**src/rtl/core/amdfs_pkg.sv**
```systemverilog
// ----------------------------------------------------------------------------
// amdfs_pkg
// Shared types and constants for the adjacency-matrix depth-first order unit.
// ----------------------------------------------------------------------------
package amdfs_pkg;

    localparam int VERTEX_W   = 5;
    localparam int COUNT_W    = 6;
    localparam int APB_ADDR_W = 3;
    localparam int APB_DATA_W = 32;

    // function codes of a request
    localparam logic [1:0] FUNC_ADD_EDGE = 2'd0;
    localparam logic [1:0] FUNC_CLEAR    = 2'd1;
    localparam logic [1:0] FUNC_TRAVERSE = 2'd2;

    localparam logic [15:0] NO_EDGE_WEIGHT = 16'hFFFF;

    // register index, taken from paddr[2]
    localparam logic REG_VERTEX_COUNT  = 1'b0;
    localparam logic REG_DIRECTED_MODE = 1'b1;

    localparam logic [COUNT_W-1:0] VERTEX_COUNT_RESET = 6'd32;

    typedef struct packed {
        logic [1:0]          func;
        logic [VERTEX_W-1:0] from_vertex;
        logic [VERTEX_W-1:0] to_vertex;
        logic [15:0]         edge_weight;
    } t_in_item;

    typedef struct packed {
        logic [VERTEX_W-1:0] visited_vertex;
        logic                last_of_walk;
    } t_out_item;

    typedef struct packed {
        logic ld_item;
        logic clr_matrix;
        logic rd_from;
        logic wr_from;
        logic rd_to;
        logic wr_to;
        logic trav_init;
        logic start_skip;
        logic start_visit;
        logic push;
        logic pop;
    } t_dp_cmd;

    typedef struct packed {
        logic [1:0] in_func;
        logic       edge_ok;
        logic       undirected;
        logic       start_end;
        logic       start_seen;
        logic       have_cand;
        logic       depth_one;
        logic       out_free;
    } t_dp_status;

endpackage

```
**src/rtl/core/amdfs_ram.sv**
```systemverilog
// ----------------------------------------------------------------------------
// amdfs_ram
// Generic single-write, single-read RAM with registered read data.
// ----------------------------------------------------------------------------
module amdfs_ram #(
    parameter int WIDTH = 32,
    parameter int DEPTH = 32
) (
    input  logic                     i_clk,
    input  logic                     i_we,
    input  logic [$clog2(DEPTH)-1:0] i_waddr,
    input  logic [WIDTH-1:0]         i_wdata,
    input  logic                     i_re,
    input  logic [$clog2(DEPTH)-1:0] i_raddr,
    output logic [WIDTH-1:0]         o_rdata
);

    logic [WIDTH-1:0] r_mem [DEPTH];
    logic [WIDTH-1:0] r_rdata;

    always_ff @(posedge i_clk) begin
        if (i_we) begin
            r_mem[i_waddr] <= i_wdata;
        end
        if (i_re) begin
            r_rdata <= r_mem[i_raddr];
        end
    end

    assign o_rdata = r_rdata;

endmodule

```
**src/rtl/core/amdfs_ctrl.sv**
```systemverilog
// ----------------------------------------------------------------------------
// amdfs_ctrl
// Sequencer for edge updates, matrix clear and the depth-first walk.
// ----------------------------------------------------------------------------
module amdfs_ctrl (
    input  logic                  i_clk,
    input  logic                  i_rst_n,
    input  logic                  i_in_valid,
    output logic                  o_in_ready,
    input  amdfs_pkg::t_dp_status i_status,
    output amdfs_pkg::t_dp_cmd    o_cmd
);
    import amdfs_pkg::*;

    typedef enum logic [5:0] {
        S_IDLE       = 6'b000001,
        S_EDGE_FROM  = 6'b000010,
        S_EDGE_TO_RD = 6'b000100,
        S_EDGE_TO_WR = 6'b001000,
        S_START      = 6'b010000,
        S_SCAN       = 6'b100000
    } t_state;

    t_state r_state;
    t_state n_state;

    always_comb begin
        n_state = r_state;
        o_cmd   = '0;
        unique case (r_state)
            S_IDLE: begin
                if (i_in_valid) begin
                    o_cmd.ld_item = 1'b1;
                    unique case (i_status.in_func)
                        FUNC_ADD_EDGE: begin
                            if (i_status.edge_ok) begin
                                o_cmd.rd_from = 1'b1;
                                n_state       = S_EDGE_FROM;
                            end
                        end
                        FUNC_CLEAR: begin
                            o_cmd.clr_matrix = 1'b1;
                        end
                        FUNC_TRAVERSE: begin
                            o_cmd.trav_init = 1'b1;
                            n_state         = S_START;
                        end
                        default: begin
                        end
                    endcase
                end
            end
            S_EDGE_FROM: begin
                o_cmd.wr_from = 1'b1;
                n_state = i_status.undirected ? S_EDGE_TO_RD : S_IDLE;
            end
            S_EDGE_TO_RD: begin
                o_cmd.rd_to = 1'b1;
                n_state     = S_EDGE_TO_WR;
            end
            S_EDGE_TO_WR: begin
                o_cmd.wr_to = 1'b1;
                n_state     = S_IDLE;
            end
            S_START: begin
                if (i_status.start_end) begin
                    n_state = S_IDLE;
                end else if (i_status.start_seen) begin
                    o_cmd.start_skip = 1'b1;
                end else if (i_status.out_free) begin
                    o_cmd.start_visit = 1'b1;
                    n_state           = S_SCAN;
                end
            end
            S_SCAN: begin
                if (i_status.have_cand) begin
                    // hold until the output slot frees up
                    o_cmd.push = i_status.out_free;
                end else begin
                    o_cmd.pop = 1'b1;
                    if (i_status.depth_one) begin
                        n_state = S_START;
                    end
                end
            end
            default: begin
                n_state = S_IDLE;
            end
        endcase
    end

    always_ff @(posedge i_clk) begin
        if (!i_rst_n) begin
            r_state <= S_IDLE;
        end else begin
            r_state <= n_state;
        end
    end

    assign o_in_ready = (r_state == S_IDLE);

endmodule

```
**src/rtl/core/amdfs_datapath.sv**
```systemverilog
// ----------------------------------------------------------------------------
// amdfs_datapath
// Adjacency matrix RAM, visited mask, walk stack and result register.
// ----------------------------------------------------------------------------
module amdfs_datapath #(
    parameter int MAX_VERTICES = 32
) (
    input  logic                              i_clk,
    input  logic                              i_rst_n,
    input  amdfs_pkg::t_in_item               i_in_item,
    input  logic [amdfs_pkg::COUNT_W-1:0]     i_vertex_count,
    input  logic                              i_directed_mode,
    input  amdfs_pkg::t_dp_cmd                i_cmd,
    output amdfs_pkg::t_dp_status             o_status,
    input  logic                              i_out_ready,
    output logic                              o_out_valid,
    output amdfs_pkg::t_out_item              o_out_item
);
    import amdfs_pkg::*;

    // vertex indices are 5 bits wide, so at most 32 rows are reachable
    localparam int NV = (MAX_VERTICES < 32) ? MAX_VERTICES : 32;
    localparam int IW = $clog2(NV);
    localparam int CW = $clog2(NV + 1);

    t_in_item        r_item;
    logic [NV-1:0]   r_row_valid;
    logic            r_rd_valid;
    logic [NV-1:0]   r_visited;
    logic [IW-1:0]   r_stack [NV];
    logic [CW-1:0]   r_depth;
    logic [CW-1:0]   r_start;
    logic [CW-1:0]   r_emit;
    logic            r_out_valid;
    t_out_item       r_out_item;

    logic [CW-1:0]   eff_count;
    logic [NV-1:0]   count_mask;
    logic [NV-1:0]   row_bits;
    logic [NV-1:0]   cand_bits;
    logic [NV-1:0]   cand_low;
    logic [IW-1:0]   cand_idx;
    logic [IW-1:0]   start_idx;
    logic [CW-1:0]   depth_m2;
    logic [IW-1:0]   pop_idx;
    logic [IW-1:0]   emit_idx;
    logic            emit;
    logic            present;
    logic [NV-1:0]   vertex_bit;
    logic            ram_we;
    logic [IW-1:0]   ram_waddr;
    logic [NV-1:0]   ram_wdata;
    logic            ram_re;
    logic [IW-1:0]   ram_raddr;
    logic [NV-1:0]   ram_rdata;

    always_comb begin
        if (int'(i_vertex_count) > NV) begin
            eff_count = CW'(NV);
        end else begin
            eff_count = CW'(i_vertex_count);
        end
        for (int i = 0; i < NV; i++) begin
            count_mask[i] = (i < int'(eff_count));
        end
    end

    // unwritten rows read as empty
    assign row_bits  = r_rd_valid ? ram_rdata : '0;
    assign cand_bits = row_bits & ~r_visited & count_mask;
    assign cand_low  = cand_bits & (~cand_bits + NV'(1));

    always_comb begin
        cand_idx = '0;
        for (int i = 0; i < NV; i++) begin
            if (cand_low[i]) begin
                cand_idx = cand_idx | IW'(i);
            end
        end
    end

    assign start_idx = r_start[IW-1:0];
    assign depth_m2  = r_depth - CW'(2);
    assign pop_idx   = depth_m2[IW-1:0];
    assign emit      = i_cmd.start_visit || i_cmd.push;
    assign emit_idx  = i_cmd.start_visit ? start_idx : cand_idx;

    // edge row update
    assign present = (r_item.edge_weight != NO_EDGE_WEIGHT);
    always_comb begin
        if (i_cmd.wr_to) begin
            ram_waddr  = r_item.to_vertex[IW-1:0];
            vertex_bit = NV'(1) << r_item.from_vertex[IW-1:0];
        end else begin
            ram_waddr  = r_item.from_vertex[IW-1:0];
            vertex_bit = NV'(1) << r_item.to_vertex[IW-1:0];
        end
        ram_wdata = present ? (row_bits | vertex_bit) : (row_bits & ~vertex_bit);
    end
    assign ram_we = i_cmd.wr_from || i_cmd.wr_to;

    always_comb begin
        ram_re = i_cmd.rd_from || i_cmd.rd_to || emit || (i_cmd.pop && !o_status.depth_one);
        if (i_cmd.rd_from) begin
            ram_raddr = i_in_item.from_vertex[IW-1:0];
        end else if (i_cmd.rd_to) begin
            ram_raddr = r_item.to_vertex[IW-1:0];
        end else if (i_cmd.start_visit) begin
            ram_raddr = start_idx;
        end else if (i_cmd.push) begin
            ram_raddr = cand_idx;
        end else begin
            ram_raddr = r_stack[pop_idx];
        end
    end

    amdfs_ram #(
        .WIDTH (NV),
        .DEPTH (NV)
    ) u_matrix (
        .i_clk   (i_clk),
        .i_we    (ram_we),
        .i_waddr (ram_waddr),
        .i_wdata (ram_wdata),
        .i_re    (ram_re),
        .i_raddr (ram_raddr),
        .o_rdata (ram_rdata)
    );

    always_comb begin
        o_status            = '0;
        o_status.in_func    = i_in_item.func;
        o_status.edge_ok    = ({1'b0, i_in_item.from_vertex} < 6'(NV))
                           && ({1'b0, i_in_item.to_vertex} < 6'(NV));
        o_status.undirected = !i_directed_mode;
        o_status.start_end  = (r_start == eff_count);
        o_status.start_seen = r_visited[start_idx];
        o_status.have_cand  = |cand_bits;
        o_status.depth_one  = (r_depth == CW'(1));
        o_status.out_free   = !r_out_valid || i_out_ready;
    end

    always_ff @(posedge i_clk) begin
        if (!i_rst_n) begin
            r_row_valid <= '0;
            r_rd_valid  <= 1'b0;
            r_visited   <= '0;
            r_depth     <= '0;
            r_start     <= '0;
            r_emit      <= '0;
            r_out_valid <= 1'b0;
        end else begin
            if (i_cmd.clr_matrix) begin
                r_row_valid <= '0;
            end else if (ram_we) begin
                r_row_valid[ram_waddr] <= 1'b1;
            end
            if (ram_re) begin
                r_rd_valid <= r_row_valid[ram_raddr];
            end
            if (i_cmd.trav_init) begin
                r_visited <= '0;
                r_depth   <= '0;
                r_start   <= '0;
                r_emit    <= '0;
            end
            if (i_cmd.start_skip) begin
                r_start <= r_start + CW'(1);
            end
            if (i_cmd.start_visit) begin
                r_visited[start_idx] <= 1'b1;
                r_depth              <= CW'(1);
            end
            if (i_cmd.push) begin
                r_visited[cand_idx] <= 1'b1;
                r_depth             <= r_depth + CW'(1);
            end
            if (i_cmd.pop) begin
                r_depth <= r_depth - CW'(1);
            end
            if (emit) begin
                r_emit <= r_emit + CW'(1);
            end
            if (emit) begin
                r_out_valid <= 1'b1;
            end else if (i_out_ready) begin
                r_out_valid <= 1'b0;
            end
        end
    end

    always_ff @(posedge i_clk) begin
        if (i_cmd.ld_item) begin
            r_item <= i_in_item;
        end
        if (i_cmd.start_visit) begin
            r_stack[0] <= start_idx;
        end
        if (i_cmd.push) begin
            r_stack[r_depth[IW-1:0]] <= cand_idx;
        end
        if (emit) begin
            r_out_item.visited_vertex <= VERTEX_W'(emit_idx);
            r_out_item.last_of_walk   <= (r_emit == eff_count - CW'(1));
        end
    end

    assign o_out_valid = r_out_valid;
    assign o_out_item  = r_out_item;

`ifndef SYNTHESIS
    a_push_needs_slot: assert property (@(posedge i_clk) disable iff (!i_rst_n)
        i_cmd.push |-> o_status.out_free)
        else $error("push issued while the result register is blocked");

    a_pop_nonempty: assert property (@(posedge i_clk) disable iff (!i_rst_n)
        i_cmd.pop |-> (r_depth != '0))
        else $error("pop from an empty walk stack");

    a_emit_bound: assert property (@(posedge i_clk) disable iff (!i_rst_n)
        emit |-> (r_emit < eff_count))
        else $error("more results than vertices in use");

    a_emit_shows: assert property (@(posedge i_clk) disable iff (!i_rst_n)
        emit |=> o_out_valid)
        else $error("emitted vertex did not reach the output register");

    a_stack_visited: assert property (@(posedge i_clk) disable iff (!i_rst_n)
        (r_depth != '0) |-> (r_visited != '0))
        else $error("walk stack holds entries while no vertex is visited");
`endif

endmodule

```
**src/rtl/core/adjacency_matrix_dfs_order_unit.sv**
```systemverilog
// ----------------------------------------------------------------------------
// adjacency_matrix_dfs_order_unit
// Adjacency bit matrix with edge updates, clear and depth-first vertex order.
// ----------------------------------------------------------------------------
//
//  Channel   Direction  Handshake               Payload
//  --------  ---------  ----------------------  ---------------------------
//  in        request    i_in_valid/o_in_ready   i_in_item  (t_in_item)
//  out       result     o_out_valid/i_out_ready o_out_item (t_out_item)
//  config    APB write  psel/penable/pwrite     paddr, pwdata, prdata
//
//  Directed add edge reads and writes the from row, undirected add edge
//  also the to row, clear drops all row valid bits; a traversal makes one
//  start check per vertex in use and, per vertex, one visit and one pop. The
//  single read port of the matrix RAM, one row per cycle while the result
//  register is free, sets the walk rate. Reset (synchronous, i_rst_n low)
//  empties the matrix through its row valid bits. Requests are taken only
//  between operations; a waiting result stalls the walk, not the next request.
//
module adjacency_matrix_dfs_order_unit #(
    parameter int MAX_VERTICES = 32
) (
    input  logic                                i_clk,
    input  logic                                i_rst_n,
    // request channel
    input  logic                                i_in_valid,
    output logic                                o_in_ready,
    input  amdfs_pkg::t_in_item                 i_in_item,
    // result channel
    output logic                                o_out_valid,
    input  logic                                i_out_ready,
    output amdfs_pkg::t_out_item                o_out_item,
    // configuration port
    input  logic                                psel,
    input  logic                                penable,
    input  logic                                pwrite,
    input  logic [amdfs_pkg::APB_ADDR_W-1:0]    paddr,
    input  logic [amdfs_pkg::APB_DATA_W-1:0]    pwdata,
    output logic [amdfs_pkg::APB_DATA_W-1:0]    prdata,
    output logic                                pready
);
    import amdfs_pkg::*;

    logic [COUNT_W-1:0] r_vertex_count;
    logic               r_directed_mode;
    logic               cfg_write;
    t_dp_cmd            dp_cmd;
    t_dp_status         dp_status;

    // Zero-wait APB: every access completes in its access cycle.
    assign pready    = 1'b1;
    assign cfg_write = psel && penable && pwrite && pready;

    always_ff @(posedge i_clk) begin
        if (!i_rst_n) begin
            r_vertex_count  <= VERTEX_COUNT_RESET;
            r_directed_mode <= 1'b0;
        end else if (cfg_write) begin
            // paddr[2] selects the register; byte lanes inside a word alias
            if (paddr[2] == REG_VERTEX_COUNT) begin
                r_vertex_count <= pwdata[COUNT_W-1:0];
            end else begin
                r_directed_mode <= pwdata[0];
            end
        end
    end

    always_comb begin
        if (paddr[2] == REG_DIRECTED_MODE) begin
            prdata = {{(APB_DATA_W-1){1'b0}}, r_directed_mode};
        end else begin
            prdata = {{(APB_DATA_W-COUNT_W){1'b0}}, r_vertex_count};
        end
    end

    // Controller: decode the request and step the walk one row per cycle while the result register is free.
    amdfs_ctrl u_ctrl (
        .i_clk      (i_clk),
        .i_rst_n    (i_rst_n),
        .i_in_valid (i_in_valid),
        .o_in_ready (o_in_ready),
        .i_status   (dp_status),
        .o_cmd      (dp_cmd)
    );

    // Datapath: matrix RAM, visited mask, stack and the result register.
    amdfs_datapath #(
        .MAX_VERTICES (MAX_VERTICES)
    ) u_datapath (
        .i_clk           (i_clk),
        .i_rst_n         (i_rst_n),
        .i_in_item       (i_in_item),
        .i_vertex_count  (r_vertex_count),
        .i_directed_mode (r_directed_mode),
        .i_cmd           (dp_cmd),
        .o_status        (dp_status),
        .i_out_ready     (i_out_ready),
        .o_out_valid     (o_out_valid),
        .o_out_item      (o_out_item)
    );

endmodule

```
**config.mk**
```make
export PLATFORM = sky130hd
export DESIGN_NAME = adjacency_matrix_dfs_order_unit
export DESIGN_NICKNAME = d
export VERILOG_FILES = /design/src/rtl/core/amdfs_pkg.sv /design/src/rtl/core/amdfs_ram.sv /design/src/rtl/core/amdfs_ctrl.sv /design/src/rtl/core/amdfs_datapath.sv /design/src/rtl/core/adjacency_matrix_dfs_order_unit.sv
export SDC_FILE = /design/constraint.sdc
export NUM_CORES = 2
export LEC_CHECK = 0
export ABC_AREA = 1
export BUFFER_PORTS_ARGS = -buffer_cell sky130_fd_sc_hd__buf_2
export CORE_UTILIZATION = 30
export DETAILED_ROUTE_END_ITERATION = 8
export SLEW_MARGIN = 10
export SYNTH_ARGS = -nofsm -noshare
export SYNTH_HDL_FRONTEND = slang
export SYNTH_SLANG_ARGS = --single-unit
export TNS_END_PERCENT = 50
```
**constraint.sdc**
```tcl
create_clock -name i_clk -period 9.21 [get_ports i_clk]
set_input_delay 1.842 -clock i_clk [delete_from_list [all_inputs] [get_ports i_clk]]
set_output_delay 1.842 -clock i_clk [all_outputs]
set_load 0.05 [all_outputs]
```
==> impl_metrics.tcl <==
set metrics [dict create \
    synth-compound-area-share_pct 12.4 \
    ios 111 \
    synth_common_cells "1248 x edfxtp_1, 665 x nand2_1, 600 x nor2_1, 511 x o211ai_1, 301 x o21ai_0" \
    vias_per_cell 5.19 \
    min_path_type "register to register" \
    place_congestion 0.854 \
    drv_cap 0 \
    grtUsageTotal_pct 16.8 \
    syn_inst 4943 \
    final_nets 5036 \
    synth_xor_xnor_area_share_pct 0.302 \
    yosys.area_share.adder_pct 0.302 \
    irDropWorstVdd_v 0.000425 \
    synth_ff_type "edfxtp_1" \
    power.leakage_nw 22.5 \
    die-area_um2 195000 \
    cts_tree "done" \
    fin_crit_ns 6.48 \
    drv_slew 78 \
    first_pass_iters 6 \
    synth_top_area_cell "edfxtp_1" \
    cts_resized 0 \
    cts.clk_slew.worst_paths_ns 0.06 \
    io_buffers 55 \
    async_reset_ff_share_pct 0 \
    detail-route-antenna-nets 0 \
    gr-total-overflow 0 \
    clock-skew-final_ns 0.0320 \
    drt_iter0_markers 4246 \
    drc 0 \
    worstPathRequired_ns 9.72 \
    synth-simple-area-share_pct 13.6 \
    vias 39344 \
    yosysWarnings 0 \
    cp.arrival_ns 6.99 \
    cts_buffers 144 \
    cp_slowest_cell "dfxtp_1" \
    crit_type "register to register" \
    fin_crit_sh_pct 70.4 \
    die_width_um 442 \
    grt_pass1_vias 36950 \
    powerDensity_nw_per_um2 304 \
    syn_area_per_cell_um2 11.7 \
    grt_max_degree 193 \
    dp_slack_ns 2.91 \
    cts_max_level 4 \
    totalNegativeSetupSlack_ns 0 \
    max_stage_delay_ns 0.52 \
    layout_setup_ws_ns 2.73 \
    antenna_found_initial 8 \
    synth.top_cell.area_share_pct 64.6 \
    utilization_pct 34.5 \
    clk_latency_ns 0.78 \
    synth_top_family_by_area "simple AND/OR/NAND/NOR gates" \
    row_count 160 \
    ys_ff_latch 1345 \
    final_hold_viol_count 0 \
    core_area_um2 191000 \
    clock.fmax_mhz 154 \
    cts-root-buf "clkbuf_16" \
    netlist_area_um2 58000 \
    die_h_um 442 \
    path_common_cell "nand2_1" \
    routed_wl_um 168000 \
    hpwl_um 92700 \
    crit_path_end_kind "register" \
    cts_hold_buf 0 \
    rsz0062_at_grt "false" \
    wl_per_cell_um 22.1 \
    critPathMaxFanout 174 \
    setup_viol 0 \
    ys_seq_area_share_pct 68.0 \
    cp-start-kind "register" \
    area_growth_syn_to_layout_pct 13.7 \
    worstMarginPinSlew_ns 1.68 \
    whs_ns 0.460 \
    floorplan.initialDensity_pct 30.4 \
    cts_sinks 1345 \
    cts_buffer_depth 3 \
    synth_area_leaders "edfxtp_1 65%, o211ai_1 6.6%, nand2_1 4.3%, nor2_1 3.9%, dfxtp_1 3.3%" \
    final_layout_size_suffix_gt1_share_pct 11.9 \
    synth_edf_count 1248 \
    violations "max-slew violations" \
    maxSlewHeadroom_pct -12.3 \
    dpl-instance-area_um2 61200 \
    synthDistinctLibCells 58 \
    synth.area.mux_share_pct 0.449 \
    synthMostInstantiatedCell "edfxtp_1" \
    grt_pass1_wl_um 246000 \
    final_area_um2 65900 \
    status "finished with violations" \
    postCtsSetupRepairBufs 0 \
]
[layer usage]
metal | track usage, % | wire length [um]
met5 | 0 | 27
met2 | 26.9 | 77700
met1 | 23.2 | 71800
met4 | 5.68 | 5260
met3 | 2.70 | 12900
[state kept, by name (all words and copies together), names as in the netlist]
signal	cells
u_datapath.u_matrix.r_mem	1024
u_datapath.r_depth	6
r_directed_mode	1
u_datapath.o_out_valid	1
u_datapath.r_emit	6
u_datapath.r_rd_valid	1
u_datapath.u_matrix.o_rdata	32
u_datapath.r_start	6
u_datapath.r_item	26
u_ctrl.r_state	6
u_datapath.r_stack	160
r_vertex_count	6
u_datapath.o_out_item	6
u_datapath.r_row_valid	32
u_datapath.r_visited	32
[worst paths after layout]
| kind | start | end | slack, ns | cells past startpoint |
|---|---|---|---|---|
| worst max-delay path | r_vertex_count[4]$_SDFFE_PN0P_ | u_datapath.u_matrix.o_rdata[12]$_DFFE_PP_ | 2.73 | 28 |
| worst min-delay path | u_datapath.r_row_valid[6]$_SDFFE_PN0P_ | u_datapath.r_row_valid[6]$_SDFFE_PN0P_ | 0.46 | 2 |
| worst max register to register | r_vertex_count[4]$_SDFFE_PN0P_ | u_datapath.u_matrix.o_rdata[12]$_DFFE_PP_ | 2.73 | 28 |
| worst min register to register | u_datapath.r_row_valid[6]$_SDFFE_PN0P_ | u_datapath.r_row_valid[6]$_SDFFE_PN0P_ | 0.46 | 2 |
[per-stage QoR]
stage | std cells | total power, mW
after floorplan | 4968 | 12.2
after global placement | 7317 | 14.2
after detailed placement | 7317 | 14.3
after CTS | 7577 | 20.1
after global routing | 7577 | 21.0
final | 7579 | 20.0
[critical path, delay by kind of cell (launching register included)]
family,cells,cell delay (ns)
and+or+nand+nor,21,3.37
DFF,1,0.52
buffers and inverters,4,0.77
AOI/OAI and AO/OA,2,0.60
adders and majority gates,1,0.30
[layout by cell type, fill, tap and decap left out, drive strengths merged, types with 2 or more instances in the layout]
cell / count
bufinv: 17
clkinv: 63
nand4: 30
o311ai: 7
o22ai: 6
dfxtp: 97
nor2: 610
nor3: 32
a221oi: 6
or2: 166
ha: 14
clkbuf: 172
nor4: 6
diode: 2
a21oi: 129
buf: 164
o21ai: 362
nand3: 260
edfxtp: 1248
a31oi: 3
a22oi: 17
xor2: 15
a32oi: 19
o211ai: 519
o31ai: 9
conb: 27
o221ai: 14
xnor2: 5
mux2i: 26
a211oi: 5
clkinvlp: 5
nand2: 680
nor3b: 2
inv: 313
nand3b: 12
[power by group]
part	internal, mW	switching (mW)
Sequential	7.18	0.0624
Clock	3.39	2.42
Combinational	1.92	5.04
Total	12.5	7.52
[layout make-up]
type / count / area [um^2]
fill: 18758 / 125000
sequential: 1345 / 39400
multi-input combinational: 2987 / 16300
clock buffer: 172 / 3750
tap: 2511 / 3140
timing repair buffer: 164 / 1190
inverter: 310 / 1180
clock inverter: 88 / 942
antenna: 2 / 5.00
[cell families (layout without fill, tap and decap cells)]
logic type	count (synthesis)	after routing
xor gates and xnor gates	20	20
adders and majority gates	14	14
DFF	1345	1345
AOI/OAI and AO/OA	1101	1101
and+or+nand+nor	1799	1799
other	2	29
buffers and inverters	636	734
muxes	26	26
Note: power is estimated with default switching activity, not from simulation.
